### src/rtl/flash_sector_remap_table_macros.svh
// ----------------------------------------------------------------------------
// Flash sector remap table assertion macros
// Assertion shorthands clocked on clk and disabled while arst_n is low.
// ----------------------------------------------------------------------------
`ifndef FLASH_SECTOR_REMAP_TABLE_MACROS_SVH
`define FLASH_SECTOR_REMAP_TABLE_MACROS_SVH

// Same-cycle implication.
`define FRT_ASSERT_IMPL(label, ante, cons) \
	label: assert property (@(posedge clk) disable iff (!arst_n) (ante) |-> (cons)) \
		else $error("assertion failed");

// Next-cycle implication.
`define FRT_ASSERT_NEXT(label, ante, cons) \
	label: assert property (@(posedge clk) disable iff (!arst_n) (ante) |=> (cons)) \
		else $error("assertion failed");

`endif

### src/rtl/frt_pkg.sv
// ----------------------------------------------------------------------------
// Flash sector remap table package
// Constants, codes and shared types of the sector remap table.
// ----------------------------------------------------------------------------
package frt_pkg;

	localparam int MAP_DEPTH    = 512;
	localparam int SECTOR_SHIFT = 12;
	localparam int IDX_W        = $clog2(MAP_DEPTH);
	localparam int ADDR_W       = 20;
	localparam int CNT_W        = 9;
	localparam int CFG_IDX_W    = 2;

	localparam logic [9:0] DEPTH_LIMIT = 10'(MAP_DEPTH);
	localparam logic [CNT_W-1:0] SECTOR_COUNT_RESET = 9'd127;

	localparam logic [1:0] OP_LOAD      = 2'd0;
	localparam logic [1:0] OP_JOURNAL   = 2'd1;
	localparam logic [1:0] OP_TRANSLATE = 2'd2;

	localparam logic [2:0] ST_OK    = 3'd0;
	localparam logic [2:0] ST_SKIP  = 3'd1;
	localparam logic [2:0] ST_END   = 3'd2;
	localparam logic [2:0] ST_BLANK = 3'd3;
	localparam logic [2:0] ST_BAD   = 3'd4;
	localparam logic [2:0] ST_RANGE = 3'd5;

	localparam logic [CFG_IDX_W-1:0] CFG_SECTOR_COUNT   = 2'd0;
	localparam logic [CFG_IDX_W-1:0] CFG_COMPACT_FORMAT = 2'd1;

	typedef enum logic [1:0] {
		S_IDLE,
		S_EXEC,
		S_WR2,
		S_DONE
	} state_t;

	typedef struct packed {
		logic [7:0] wear;
		logic       used;
		logic [7:0] phys;
	} map_entry_t;

	typedef struct packed {
		logic [1:0]  operation;
		logic [7:0]  source_virtual;
		logic [7:0]  dest_virtual;
		logic [7:0]  dest_physical;
		logic [7:0]  source_physical;
		logic [7:0]  dest_wear;
		logic [7:0]  source_wear;
		logic        in_use;
		logic [63:0] sector_sums;
	} item_t;

	typedef struct packed {
		logic take;
		logic capture;
		logic exec;
		logic wr2;
		logic load_result;
	} cmd_t;

	typedef struct packed {
		logic in_valid;
		logic need_wr2;
		logic out_free;
	} stat_t;

endpackage

### src/rtl/frt_ctrl.sv
// ----------------------------------------------------------------------------
// Flash sector remap table controller
// Sequences capture, execution, second write and result hand-off of an item.
// ----------------------------------------------------------------------------
module frt_ctrl (
	input  logic          clk,
	input  logic          arst_n,
	input  frt_pkg::stat_t stat,
	output frt_pkg::cmd_t  cmd
);
	import frt_pkg::*;

	state_t state_q;
	state_t state_d;

	always_ff @(posedge clk or negedge arst_n) begin
		if (!arst_n) begin
			state_q <= S_IDLE;
		end else begin
			state_q <= state_d;
		end
	end

	always_comb begin
		state_d = state_q;
		cmd     = '0;
		case (state_q)
			S_IDLE: begin
				cmd.take    = 1'b1;
				cmd.capture = stat.in_valid;
				if (stat.in_valid) begin
					state_d = S_EXEC;
				end
			end
			S_EXEC: begin
				cmd.exec = 1'b1;
				state_d  = stat.need_wr2 ? S_WR2 : S_DONE;
			end
			S_WR2: begin
				cmd.wr2 = 1'b1;
				state_d = S_DONE;
			end
			S_DONE: begin
				if (stat.out_free) begin
					cmd.load_result = 1'b1;
					state_d         = S_IDLE;
				end
			end
			default: begin
				state_d = S_IDLE;
			end
		endcase
	end

endmodule

### config.mk
export PLATFORM = sky130hd
export DESIGN_NAME = frt_ctrl
export DESIGN_NICKNAME = d
export VERILOG_FILES = /design/src/rtl/flash_sector_remap_table_macros.svh /design/src/rtl/frt_pkg.sv /design/src/rtl/frt_ctrl.sv
export SDC_FILE = /design/constraint.sdc
export NUM_CORES = 1
export LEC_CHECK = 0
export BUFFER_PORTS_ARGS = -buffer_cell sky130_fd_sc_hd__buf_4
export CORE_AREA = 2 2 39 41
export CTS_CLUSTER_DIAMETER = 150
export DETAILED_ROUTE_END_ITERATION = 16
export DIE_AREA = 0 0 41 43
export SETUP_SLACK_MARGIN = 0.5
export SLEW_MARGIN = 20
export SYNTH_ARGS = -nofsm -noshare
export SYNTH_HDL_FRONTEND = slang
export SYNTH_SLANG_ARGS = --single-unit
### constraint.sdc
create_clock -name clk -period 2.3 [get_ports clk]
set_input_delay 0.46 -clock clk [delete_from_list [all_inputs] [get_ports clk]]
set_output_delay 0.46 -clock clk [all_outputs]
set_load 0.05 [all_outputs]
Word level (Yosys, flattened, before mapping)
Index checks and enable logic that the tools add are counted.

Bits in registers: 2. Output and inout port bits: 5. Bits of input ports: 5. Logic and storage cells: 17.

Equality and inequality tests: 5. Reductions and logical operators: 2. Multiplexer cells: 9.

Operators by type and width (count): case mux 2 bit (4 select lines) (1); two-way mux 2 bit (3); two-way mux 1 bit (5); == test 2 bit, second input constant (2); != test 2 bit, second input constant (2); == test 2 x 1 -> 1 bit, second input constant (1); logical NOT 2 bit (1); AND reduction 2 bit (1).

Depth between registers and ports, before layout
Gate-level depths: netlist of the first run.

Depth in word-level cells: 3. Gate-level depth with buffers: 5. Mapped depth without buffers: 5.

Least setup slack after synthesis of the first run
OpenSTA, ideal clock, no wires.

Path kind: register to output. Start point: register state_q[0]. End point: output port cmd[3] (netlist bit). Data required time: 1.840 ns. Stages on the path, launching flop included: 4. Path slack: 0.462 ns. Arrival: 1.378 ns. Cells stage by stage: dfrtp_1 inv_1 ha_1 and2_2.

RTL lines: start, declared (RTL line frt_ctrl.sv:13) `state_t state_q;`; start signal, assigned (RTL line frt_ctrl.sv:20) `state_q <= state_d;`; end, declared (RTL line frt_ctrl.sv:9) `output frt_pkg::cmd_t cmd`.

==> impl_metrics.json, run 1 <==
{
  "ys_types": 12,
  "status": "complete, no violations",
  "dpl.cell_count": 44,
  "largest_reg_flops": 2,
  "hold_viol": 0,
  "grt_antenna_before_repair": 0,
  "gr-total-overflow": 0,
  "tritoncts": "done",
  "dieHeight_um": 43,
  "fin_cells": 48,
  "critPathLaunchType": "register",
  "setup_tns_ns": 0,
  "die-area_um2": 1763,
  "yosys_warnings": 0,
  "avgSynthCellArea_um2": 10.47,
  "insertion_delay_ns": 0.23,
  "final-setup-viol-count": 0,
  "min_path_cells": 1,
  "drc": 0,
  "tightest_slew_ns": 0.2534,
  "rows": 14,
  "endpoint_kind": "primary output",
  "post_cts_buffers": 0,
  "regMostFlops": "state_q",
  "synth_top_area_share": 0.3145,
  "gp_congestion": 0.6456,
  "track_usage": 0.06332,
  "min_path_type": "register to register",
  "htree_levels": 1,
  "synth.net_count": 29,
  "fin_skew_ns": 0.001306,
  "syn_to_final_growth_pct": 62.89,
  "rsz0062_at_grt": "false",
  "ios": 10,
  "max_slew_margin": 0.8289,
  "grt_pass1_vias": 185,
  "drt_iter0_drc": 1,
  "drive_gt1_frac": 0.5938,
  "diodes": 0,
  "dr.pass1.iters": 2,
  "stdcell_area_um2": 324.1,
  "rr_worst_depth": 5,
  "yosys.area.top_type": "ha_1",
  "numCtsBuffers": 3,
  "core_um2": 1384,
  "max_freq_mhz": 576.0,
  "placed_area_um2": 289.0,
  "grt_max_degree": 6,
  "required_ns": 1.84,
  "finalMaxSlewViolations": 0,
  "fin_nets": 44,
  "synth_area_leaders": "ha_1 31%, dfrtp_1 25%, and2b_1 7.5%",
  "syn_inst": 19,
  "vias": 177,
  "fin_util": 0.2342,
  "period_minus_slack_ns": 1.736,
  "root_buffer": "clkbuf_4",
  "min_period_over_period": 0.7549,
  "reg_top3": "state_q x2",
  "die_x_um": 41,
  "clk_pin_slew_ns": 0.03,
  "cts_buffer_depth": 2,
  "io_buffers": 9,
  "grt_pass1_wl_um": 641,
  "maxCapViolCount": 0,
  "wl_per_cell_um": 8.188,
  "start_util": 0.1438,
  "wirelength_um": 393,
  "antenna_left": 0,
  "synth.yosys.seq_area_share": 0.2516,
  "synth_area_um2": 198.9,
  "cp.arrival_ns": 1.28,
  "vias_per_cell": 3.688,
  "worstPathMaxFanout": 5,
  "ys_ff_latch": 2,
  "path_class": "register to primary output",
  "clock-sinks": 2
}
## worst max-delay path, cell delays in order, from the launching register on
cell     delay (ns)
dfrtp_2        0.43
inv_1          0.11
ha_2           0.19
and2_2         0.13
buf_4          0.18
## routing by layer
| metal | track usage | share of wire | up-vias |
|---|---|---|---|
| li1 | - | - | 88 |
| met5 | 0 | 0 | - |
| met4 | 0.1000 | 0.038 | 0 |
| met1 | 0.04839 | 0.32 | 82 |
| met2 | 0.08438 | 0.59 | 5 |
| met3 | 0.03141 | 0.048 | 2 |
## cell families (layout without fill, tap and decap cells)
family,Yosys count,after routing,synth area share
AND/OR/NAND/NOR,7,7,0.2390
adder cells (fa/ha/maj),5,5,0.3145
AO/OA/AOI/OAI,2,2,0.08178
flip-flops,2,2,0.2516
buffers and inverters,2,15,0.03775
multiplexers,1,1,0.07545
## per-stage QoR
step | setup slack [ns] | hold slack (ns)
finish | 0.5638 | 0.5368
CTS | 0.5026 | 0.5516
global placement | 0.7495 | 0.2441
global route | 0.5007 | 0.5551
detailed placement | 0.7614 | 0.2440
floorplan | 0.6258 | 0.1644
## synthesized netlist by cell type, drive strengths merged
master / number
or2: 1
nor2: 1
dfrtp: 2
o31ai: 1
o41ai: 1
nor2b: 1
mux2: 1
ha: 5
and2b: 2
and2: 2
inv: 2
## worst paths after layout
path                            slack [ns]         end        from
max in group asynchronous             1.65  state_q[0]      arst_n
worst min register to register        0.54  state_q[0]  state_q[0]
worst min-delay path                  0.54  state_q[0]  state_q[0]
worst max register to register        0.81  state_q[1]  state_q[1]
worst max-delay path                  0.56      cmd[3]  state_q[1]
min in group asynchronous             0.55  state_q[1]      arst_n
## layout make-up
type                    instances  area, um^2
fillers                       149        1060
inverters                       2       7.507
flip-flops and latches          2       52.55
clock buffers                   3       22.52
well taps                      16       20.02
repair buffers                 10       77.57
multi-input cells              15       143.9
## cell usage in the layout, fill, tap and decap left out
cell type	instances
and2_1	1
and2_2	1
and2b_1	2
buf_4	9
clkbuf_4	3
dfrtp_2	2
dlygate4sd3_1	1
ha_1	4
ha_2	1
inv_1	1
inv_2	1
mux2_4	1
nor2_1	1
nor2b_1	1
o31ai_1	1
o41ai_1	1
or2_4	1
## timing repair
| item | CTS | global route |
|---|---|---|
| gates resized for setup | 0 | 3 |
| hold buffers | 1 | 0 |
| endpoints found under the setup margin | 0 | 1 |
| endpoints found under the hold margin | 1 | 0 |
Power of run 1 is not shown: default switching activity piles up to over one toggle a cycle in this logic, so the estimate is an artifact.
==> run 2, diff against run 1 <==
==> constraint.sdc (replaced) <==
create_clock -name clk -period 1.7 [get_ports clk]
set_input_delay 0.34 -clock clk [delete_from_list [all_inputs] [get_ports clk]]
set_output_delay 0.34 -clock clk [all_outputs]
set_load 0.05 [all_outputs]
==> run 2 against run 1 <==
Worst hold slack worse by 0.098 ns. Die area stayed put. Routed wire length is 27% higher. Count of clock-buffer cells in the layout stayed put. Core utilization is 5.6 points higher. Via count is 7.9% higher. Global-route usage is 1.2 points higher. Register-to-register slack worse by 0.57 ns. First-iteration DRC count is 100% lower. Largest cell class unchanged.
==> impl_metrics.json, run 2 (synthesis gave the netlist of run 1 again) <==
{
  "max_freq_mhz": 671.0,
  "numCtsBuffers": 3,
  "fin_skew_ns": 0.004169,
  "gr-total-overflow": 0,
  "root_buffer": "clkbuf_4",
  "track_usage": 0.07530,
  "vias_per_cell": 3.673,
  "vias": 191,
  "grt_max_degree": 5,
  "drc": 0,
  "min_period_over_period": 0.8767,
  "cts_buffer_depth": 2,
  "grt_pass1_vias": 216,
  "critPathLaunchType": "register",
  "hpwl_um": 358,
  "clock-sinks": 2,
  "r2r-start": "state_q[1]",
  "required_ns": 1.36,
  "status": "complete, no violations",
  "grt_antenna_before_repair": 0,
  "placed_area_um2": 301.5,
  "syn_to_final_growth_pct": 101.9,
  "ir_drop_uv": 744.4,
  "wl_per_cell_um": 9.577,
  "fin_nets": 48,
  "finalMaxSlewViolations": 0,
  "regMostFlops": "state_q",
  "crit_chain": "inv_2 -> ha_4 -> and2_4 -> buf_8",
  "gp_congestion": 0.5682,
  "die_x_um": 41,
  "fill_cells": 152,
  "rsz0062_at_grt": "true",
  "crit_family": "flip-flops",
  "rr_endpoint": "state_q[1]",
  "final-setup-viol-count": 0,
  "tritoncts": "done",
  "dr_wl_met2_um": 284,
  "diodes": 0,
  "dp_worst_setup_slack_ns": 0.2141,
  "htree_levels": 1,
  "setup_tns_ns": 0,
  "fin_util": 0.2902,
  "crit_buf_inv": 2,
  "critPathMaxStageDelay_ns": 0.42,
  "min_path_type": "primary input to async pin",
  "dr.pass1.iters": 1,
  "rr_worst_depth": 5,
  "p_per_area_nw_per_um2": 2254,
  "wl_met1_um": 186,
  "path_class": "register to primary output",
  "hold_viol": 0,
  "insertion_delay_ns": 0.22,
  "wirelength_um": 498,
  "top_layer_used": "met3",
  "grt_pass1_wl_um": 834,
  "io_buffers": 9,
  "power_mw": 0.9054,
  "max_slew_margin": 0.8360,
  "ios": 10,
  "r2r_slack_ns": 0.24,
  "crit_slowest_cell": "dfrtp_2",
  "die-area_um2": 1763,
  "crit_cells": 4,
  "period_minus_slack_ns": 1.490,
  "maxCapViolCount": 0,
  "start_util": 0.1438,
  "worstPathMaxFanout": 4,
  "core_um2": 1384,
  "largest_reg_flops": 2,
  "dieHeight_um": 43,
  "reg_top3": "state_q x2",
  "dr_wl_met3_um": 27,
  "p_leak_nw": 0.1996,
  "endpoint_kind": "primary output",
  "drive_gt1_frac": 0.7500,
  "drt_iter0_drc": 0,
  "rows": 14,
  "tightest_slew_ns": 0.2433,
  "stdcell_area_um2": 401.6,
  "final_cell_mix": "8 x buf_4, 4 x buf_6, 3 x clkbuf_4",
  "clk_pin_slew_ns": 0.03,
  "fin_ws_ns": 0.2097,
  "cp.arrival_ns": 1.15,
  "antenna_left": 0,
  "final_common_cell": "buf_4"
}
==> run 2: cell type report <==
class | count | area (um^2) | share of cell area
inverter | 2 | 7.507 | 0.01869
clock buffer | 3 | 22.52 | 0.05607
tap | 16 | 20.02 | 0.04984
multi-input combinational | 15 | 170.2 | 0.4237
timing repair buffer | 14 | 130.1 | 0.3240
sequential | 2 | 51.30 | 0.1277
==> run 2: timing repair <==
action,CTS,global route
hold endpoints to repair,2,0
hold buffers,1,0
gates resized for setup,7,4
setup endpoints to repair,7,7
setup buffers,4,0
pin swaps,2,0
==> run 2: metrics by stage <==
step                hold slack (ns)  std cells
floorplan                   0.04441         19
global placement             0.1235         44
detailed placement           0.1246         44
global route                 0.4580         52
finish                       0.4383         52
CTS                          0.4340         52
==> run 2: worst max path at each step <==
stage | to | from | slack (ns)
final | cmd[3] | state_q[1] | 0.21
after global routing | cmd[3] | state_q[1] | 0.16
after CTS | cmd[3] | state_q[1] | 0.21
after detailed placement | state_q[1] | state_q[0] | 0.21
after global placement | state_q[1] | state_q[1] | 0.21
after floorplan | state_q[1] | state_q[0] | 0.20
==> run 2: power by group <==
| group | total (mW) | internal, mW | switching (mW) |
|---|---|---|---|
| combinational | 0.694 | 0.332 | 0.361 |
| clock | 0.105 | 0.0779 | 0.0267 |
| sequential | 0.107 | 0.0780 | 0.0292 |
| total | 0.905 | 0.488 | 0.417 |
==> run 2: routing by layer <==
metal	global-route usage	up-vias
li1	-	98
met3	0.03141	0
met4	0.06000	0
met2	0.1094	5
met5	0	-
met1	0.08039	88
No activity file was read; power rests on OpenSTA's default activity.
==> run 3, diff against run 2 <==
--- a/config.mk
+++ b/config.mk
@@ -5,6 +5,7 @@
 export SDC_FILE = /design/constraint.sdc
 export NUM_CORES = 1
 export LEC_CHECK = 0
+export ABC_AREA = 1
 export BUFFER_PORTS_ARGS = -buffer_cell sky130_fd_sc_hd__buf_4
 export CORE_AREA = 2 2 39 41
 export CTS_CLUSTER_DIAMETER = 150
==> run 3 against run 2 <==
Non-clock buffer count is 3 higher. Via count is 27% higher. Critical path depth stayed put. Worst hold slack worse by 0.0059 ns. Final area is 11% higher. Largest cell class unchanged. Highest routed layer unchanged.
==> impl_metrics.json, run 3 <==
{
  "die-area_um2": 1763,
  "grt_pass1_wl_um": 786,
  "root_buffer": "clkbuf_4",
  "syn_inst": 30,
  "setup_tns_ns": 0,
  "clock-sinks": 2,
  "grt_max_degree": 5,
  "fin_skew_ns": 0.003684,
  "wl_per_cell_um": 7.909,
  "required_ns": 1.36,
  "max_slew_margin": 0.9008,
  "period_minus_slack_ns": 1.492,
  "wirelength_um": 522,
  "r2r-start": "state_q[0]",
  "sw_frac_of_total": 0.4828,
  "p_switching_mw": 0.4686,
  "finalMaxSlewViolations": 0,
  "track_usage": 0.07028,
  "rr_endpoint": "state_q[0]",
  "placed_area_um2": 319.1,
  "ys.flop_type": "dfrtp_1",
  "dr.pass1.iters": 2,
  "grt_antenna_before_repair": 0,
  "regMostFlops": "state_q",
  "status": "complete, no violations",
  "min_path_type": "primary input to async pin",
  "reg_top3": "state_q x2",
  "htree_levels": 1,
  "maxCapViolCount": 0,
  "max_freq_mhz": 670.1,
  "synth.net_count": 40,
  "synth_edf_count": 0,
  "synth_common_cells": "10 x nand2_1, 8 x inv_1, 5 x ha_1",
  "insertion_delay_ns": 0.22,
  "core_um2": 1384,
  "vias_per_cell": 3.682,
  "rr_worst_depth": 7,
  "p_int_mw": 0.5020,
  "tightest_slew_ns": 0.1488,
  "avgSynthCellArea_um2": 7.090,
  "diodes": 0,
  "cts_buffer_depth": 2,
  "yosys.area.top_type": "ha_1",
  "start_util": 0.1537,
  "syn_to_final_growth_pct": 109.4,
  "endpoint_kind": "primary output",
  "antenna_left": 0,
  "stdcell_area_um2": 445.4,
  "worstPathMaxFanout": 4,
  "die_x_um": 41,
  "vias": 243,
  "io_buffers": 9,
  "synth_area_leaders": "ha_1 29%, dfrtp_1 24%, nand2_1 18%",
  "numCtsBuffers": 3,
  "pwr-share-comb": 0.777,
  "drc": 0,
  "pwr-share-clk": 0.108,
  "ir_drop_uv": 546.7,
  "synth.yosys.seq_area_share": 0.2353,
  "path_class": "register to primary output",
  "final-setup-viol-count": 0,
  "p_per_area_nw_per_um2": 2179,
  "final_cell_mix": "12 x buf_4, 9 x nand2_1, 5 x inv_1",
  "yosys_warnings": 0,
  "rsz0062_at_grt": "true",
  "ios": 10,
  "ys_ff_latch": 2,
  "gp_congestion": 0.5702,
  "critPathLaunchType": "register",
  "p_leak_nw": 0.2558,
  "fin_nets": 62,
  "synth_area_um2": 212.7,
  "min_period_over_period": 0.8778,
  "gr-total-overflow": 0,
  "p_seq_frac": 0.115,
  "drt_iter0_drc": 3,
  "async_flop_share": 1.000,
  "final_common_cell": "buf_4",
  "r2r_slack_ns": 0.56,
  "largest_reg_flops": 2,
  "dieHeight_um": 43,
  "hold_viol": 0,
  "yosysMostFrequentCell": "nand2_1",
  "hpwl_um": 332.3,
  "cp.arrival_ns": 1.15,
  "ys_types": 7,
  "rows": 14,
  "whs_ns": 0.4324,
  "clk_pin_slew_ns": 0.03,
  "synth_top_area_share": 0.2941,
  "drive_gt1_frac": 0.6200,
  "tritoncts": "done",
  "grt_pass1_vias": 228
}
run 3: cell types whose count changed after synthesis, sizes merged:
cell	previous run	this run
nand3	0	3
o31ai	1	0
and2	2	0
nand2	0	12
o41ai	1	0
or2	1	0
nor2b	1	0
nor2	1	0
inv	2	8
mux2	1	0
and2b	2	0
run 3: routing by layer:
metal | share of wire | vias up | track usage
met2 | 0.56 | 7 | 0.1125
met3 | 0.042 | 0 | 0.04712
met1 | 0.39 | 109 | 0.06109
met5 | 0 | - | 0
met4 | 0 | 0 | 0.04000
li1 | - | 127 | -
run 3: critical path, stage by stage (launching register included):
cell and delay [ns]:
dfrtp_1 0.41, ha_1 0.24, nand2_1 0.07, inv_1 0.03, buf_4 0.17
run 3: worst max-delay path by stage:
stage | startpoint | depth (start not counted) | slack (ns) | end
floorplan | state_q[1] | 4 | 0.33 | cmd[3]
global placement | state_q[0] | 5 | 0.40 | cmd[3]
detailed placement | state_q[1] | 5 | 0.37 | cmd[3]
CTS | state_q[1] | 5 | 0.19 | cmd[3]
global route | state_q[0] | 5 | 0.15 | cmd[3]
finish | state_q[0] | 4 | 0.21 | cmd[0]
run 3: area by class of cell:
type                    instances  area (um^2)
multi-input cells              20        165.2
inverters                       8        33.78
repair buffers                 17        152.6
well taps                      16        20.02
fillers                       149        938.4
clock buffers                   3        22.52
flip-flops and latches          2        51.30
run 3: metrics by stage:
stage	setup WS (ns)	power, mW	utilization	cells
finish	0.2078	0.9706	0.3219	66
global placement	0.3996	0.6468	0.2306	55
floorplan	0.3349	0.5437	-	30
detailed placement	0.3716	0.6606	0.2306	55
global route	0.1477	1.056	0.3219	66
CTS	0.1853	0.9436	0.3083	65
run 3: what timing repair did:
item                                   CTS  global route
endpoints found under the hold margin    2             0
setup endpoints to repair                5             7
hold buffers                             1             0
cloned                                   0             0
resized for setup                        8             4
setup buffers                            6             1
pin swaps                                1             1
run 3: kinds of logic (layout without fill, tap and decap cells):
group,Yosys count,count (layout),share of synthesized area
and+or+nand+nor,15,15,0.3294
buffers and inverters,8,28,0.1412
adders and majority gates,5,5,0.2941
DFF,2,2,0.2353
run 3: power groups by stage:
stage / logic [mW] / registers (mW) / clock network [mW]
6_report: 0.754 / 0.111 / 0.105
5_1_grt: 0.824 / 0.116 / 0.116
4_1_cts: 0.724 / 0.107 / 0.112
3_5_place_dp: 0.548 / 0.113 / 0
3_3_place_gp: 0.538 / 0.108 / 0
2_1_floorplan: 0.441 / 0.103 / 0
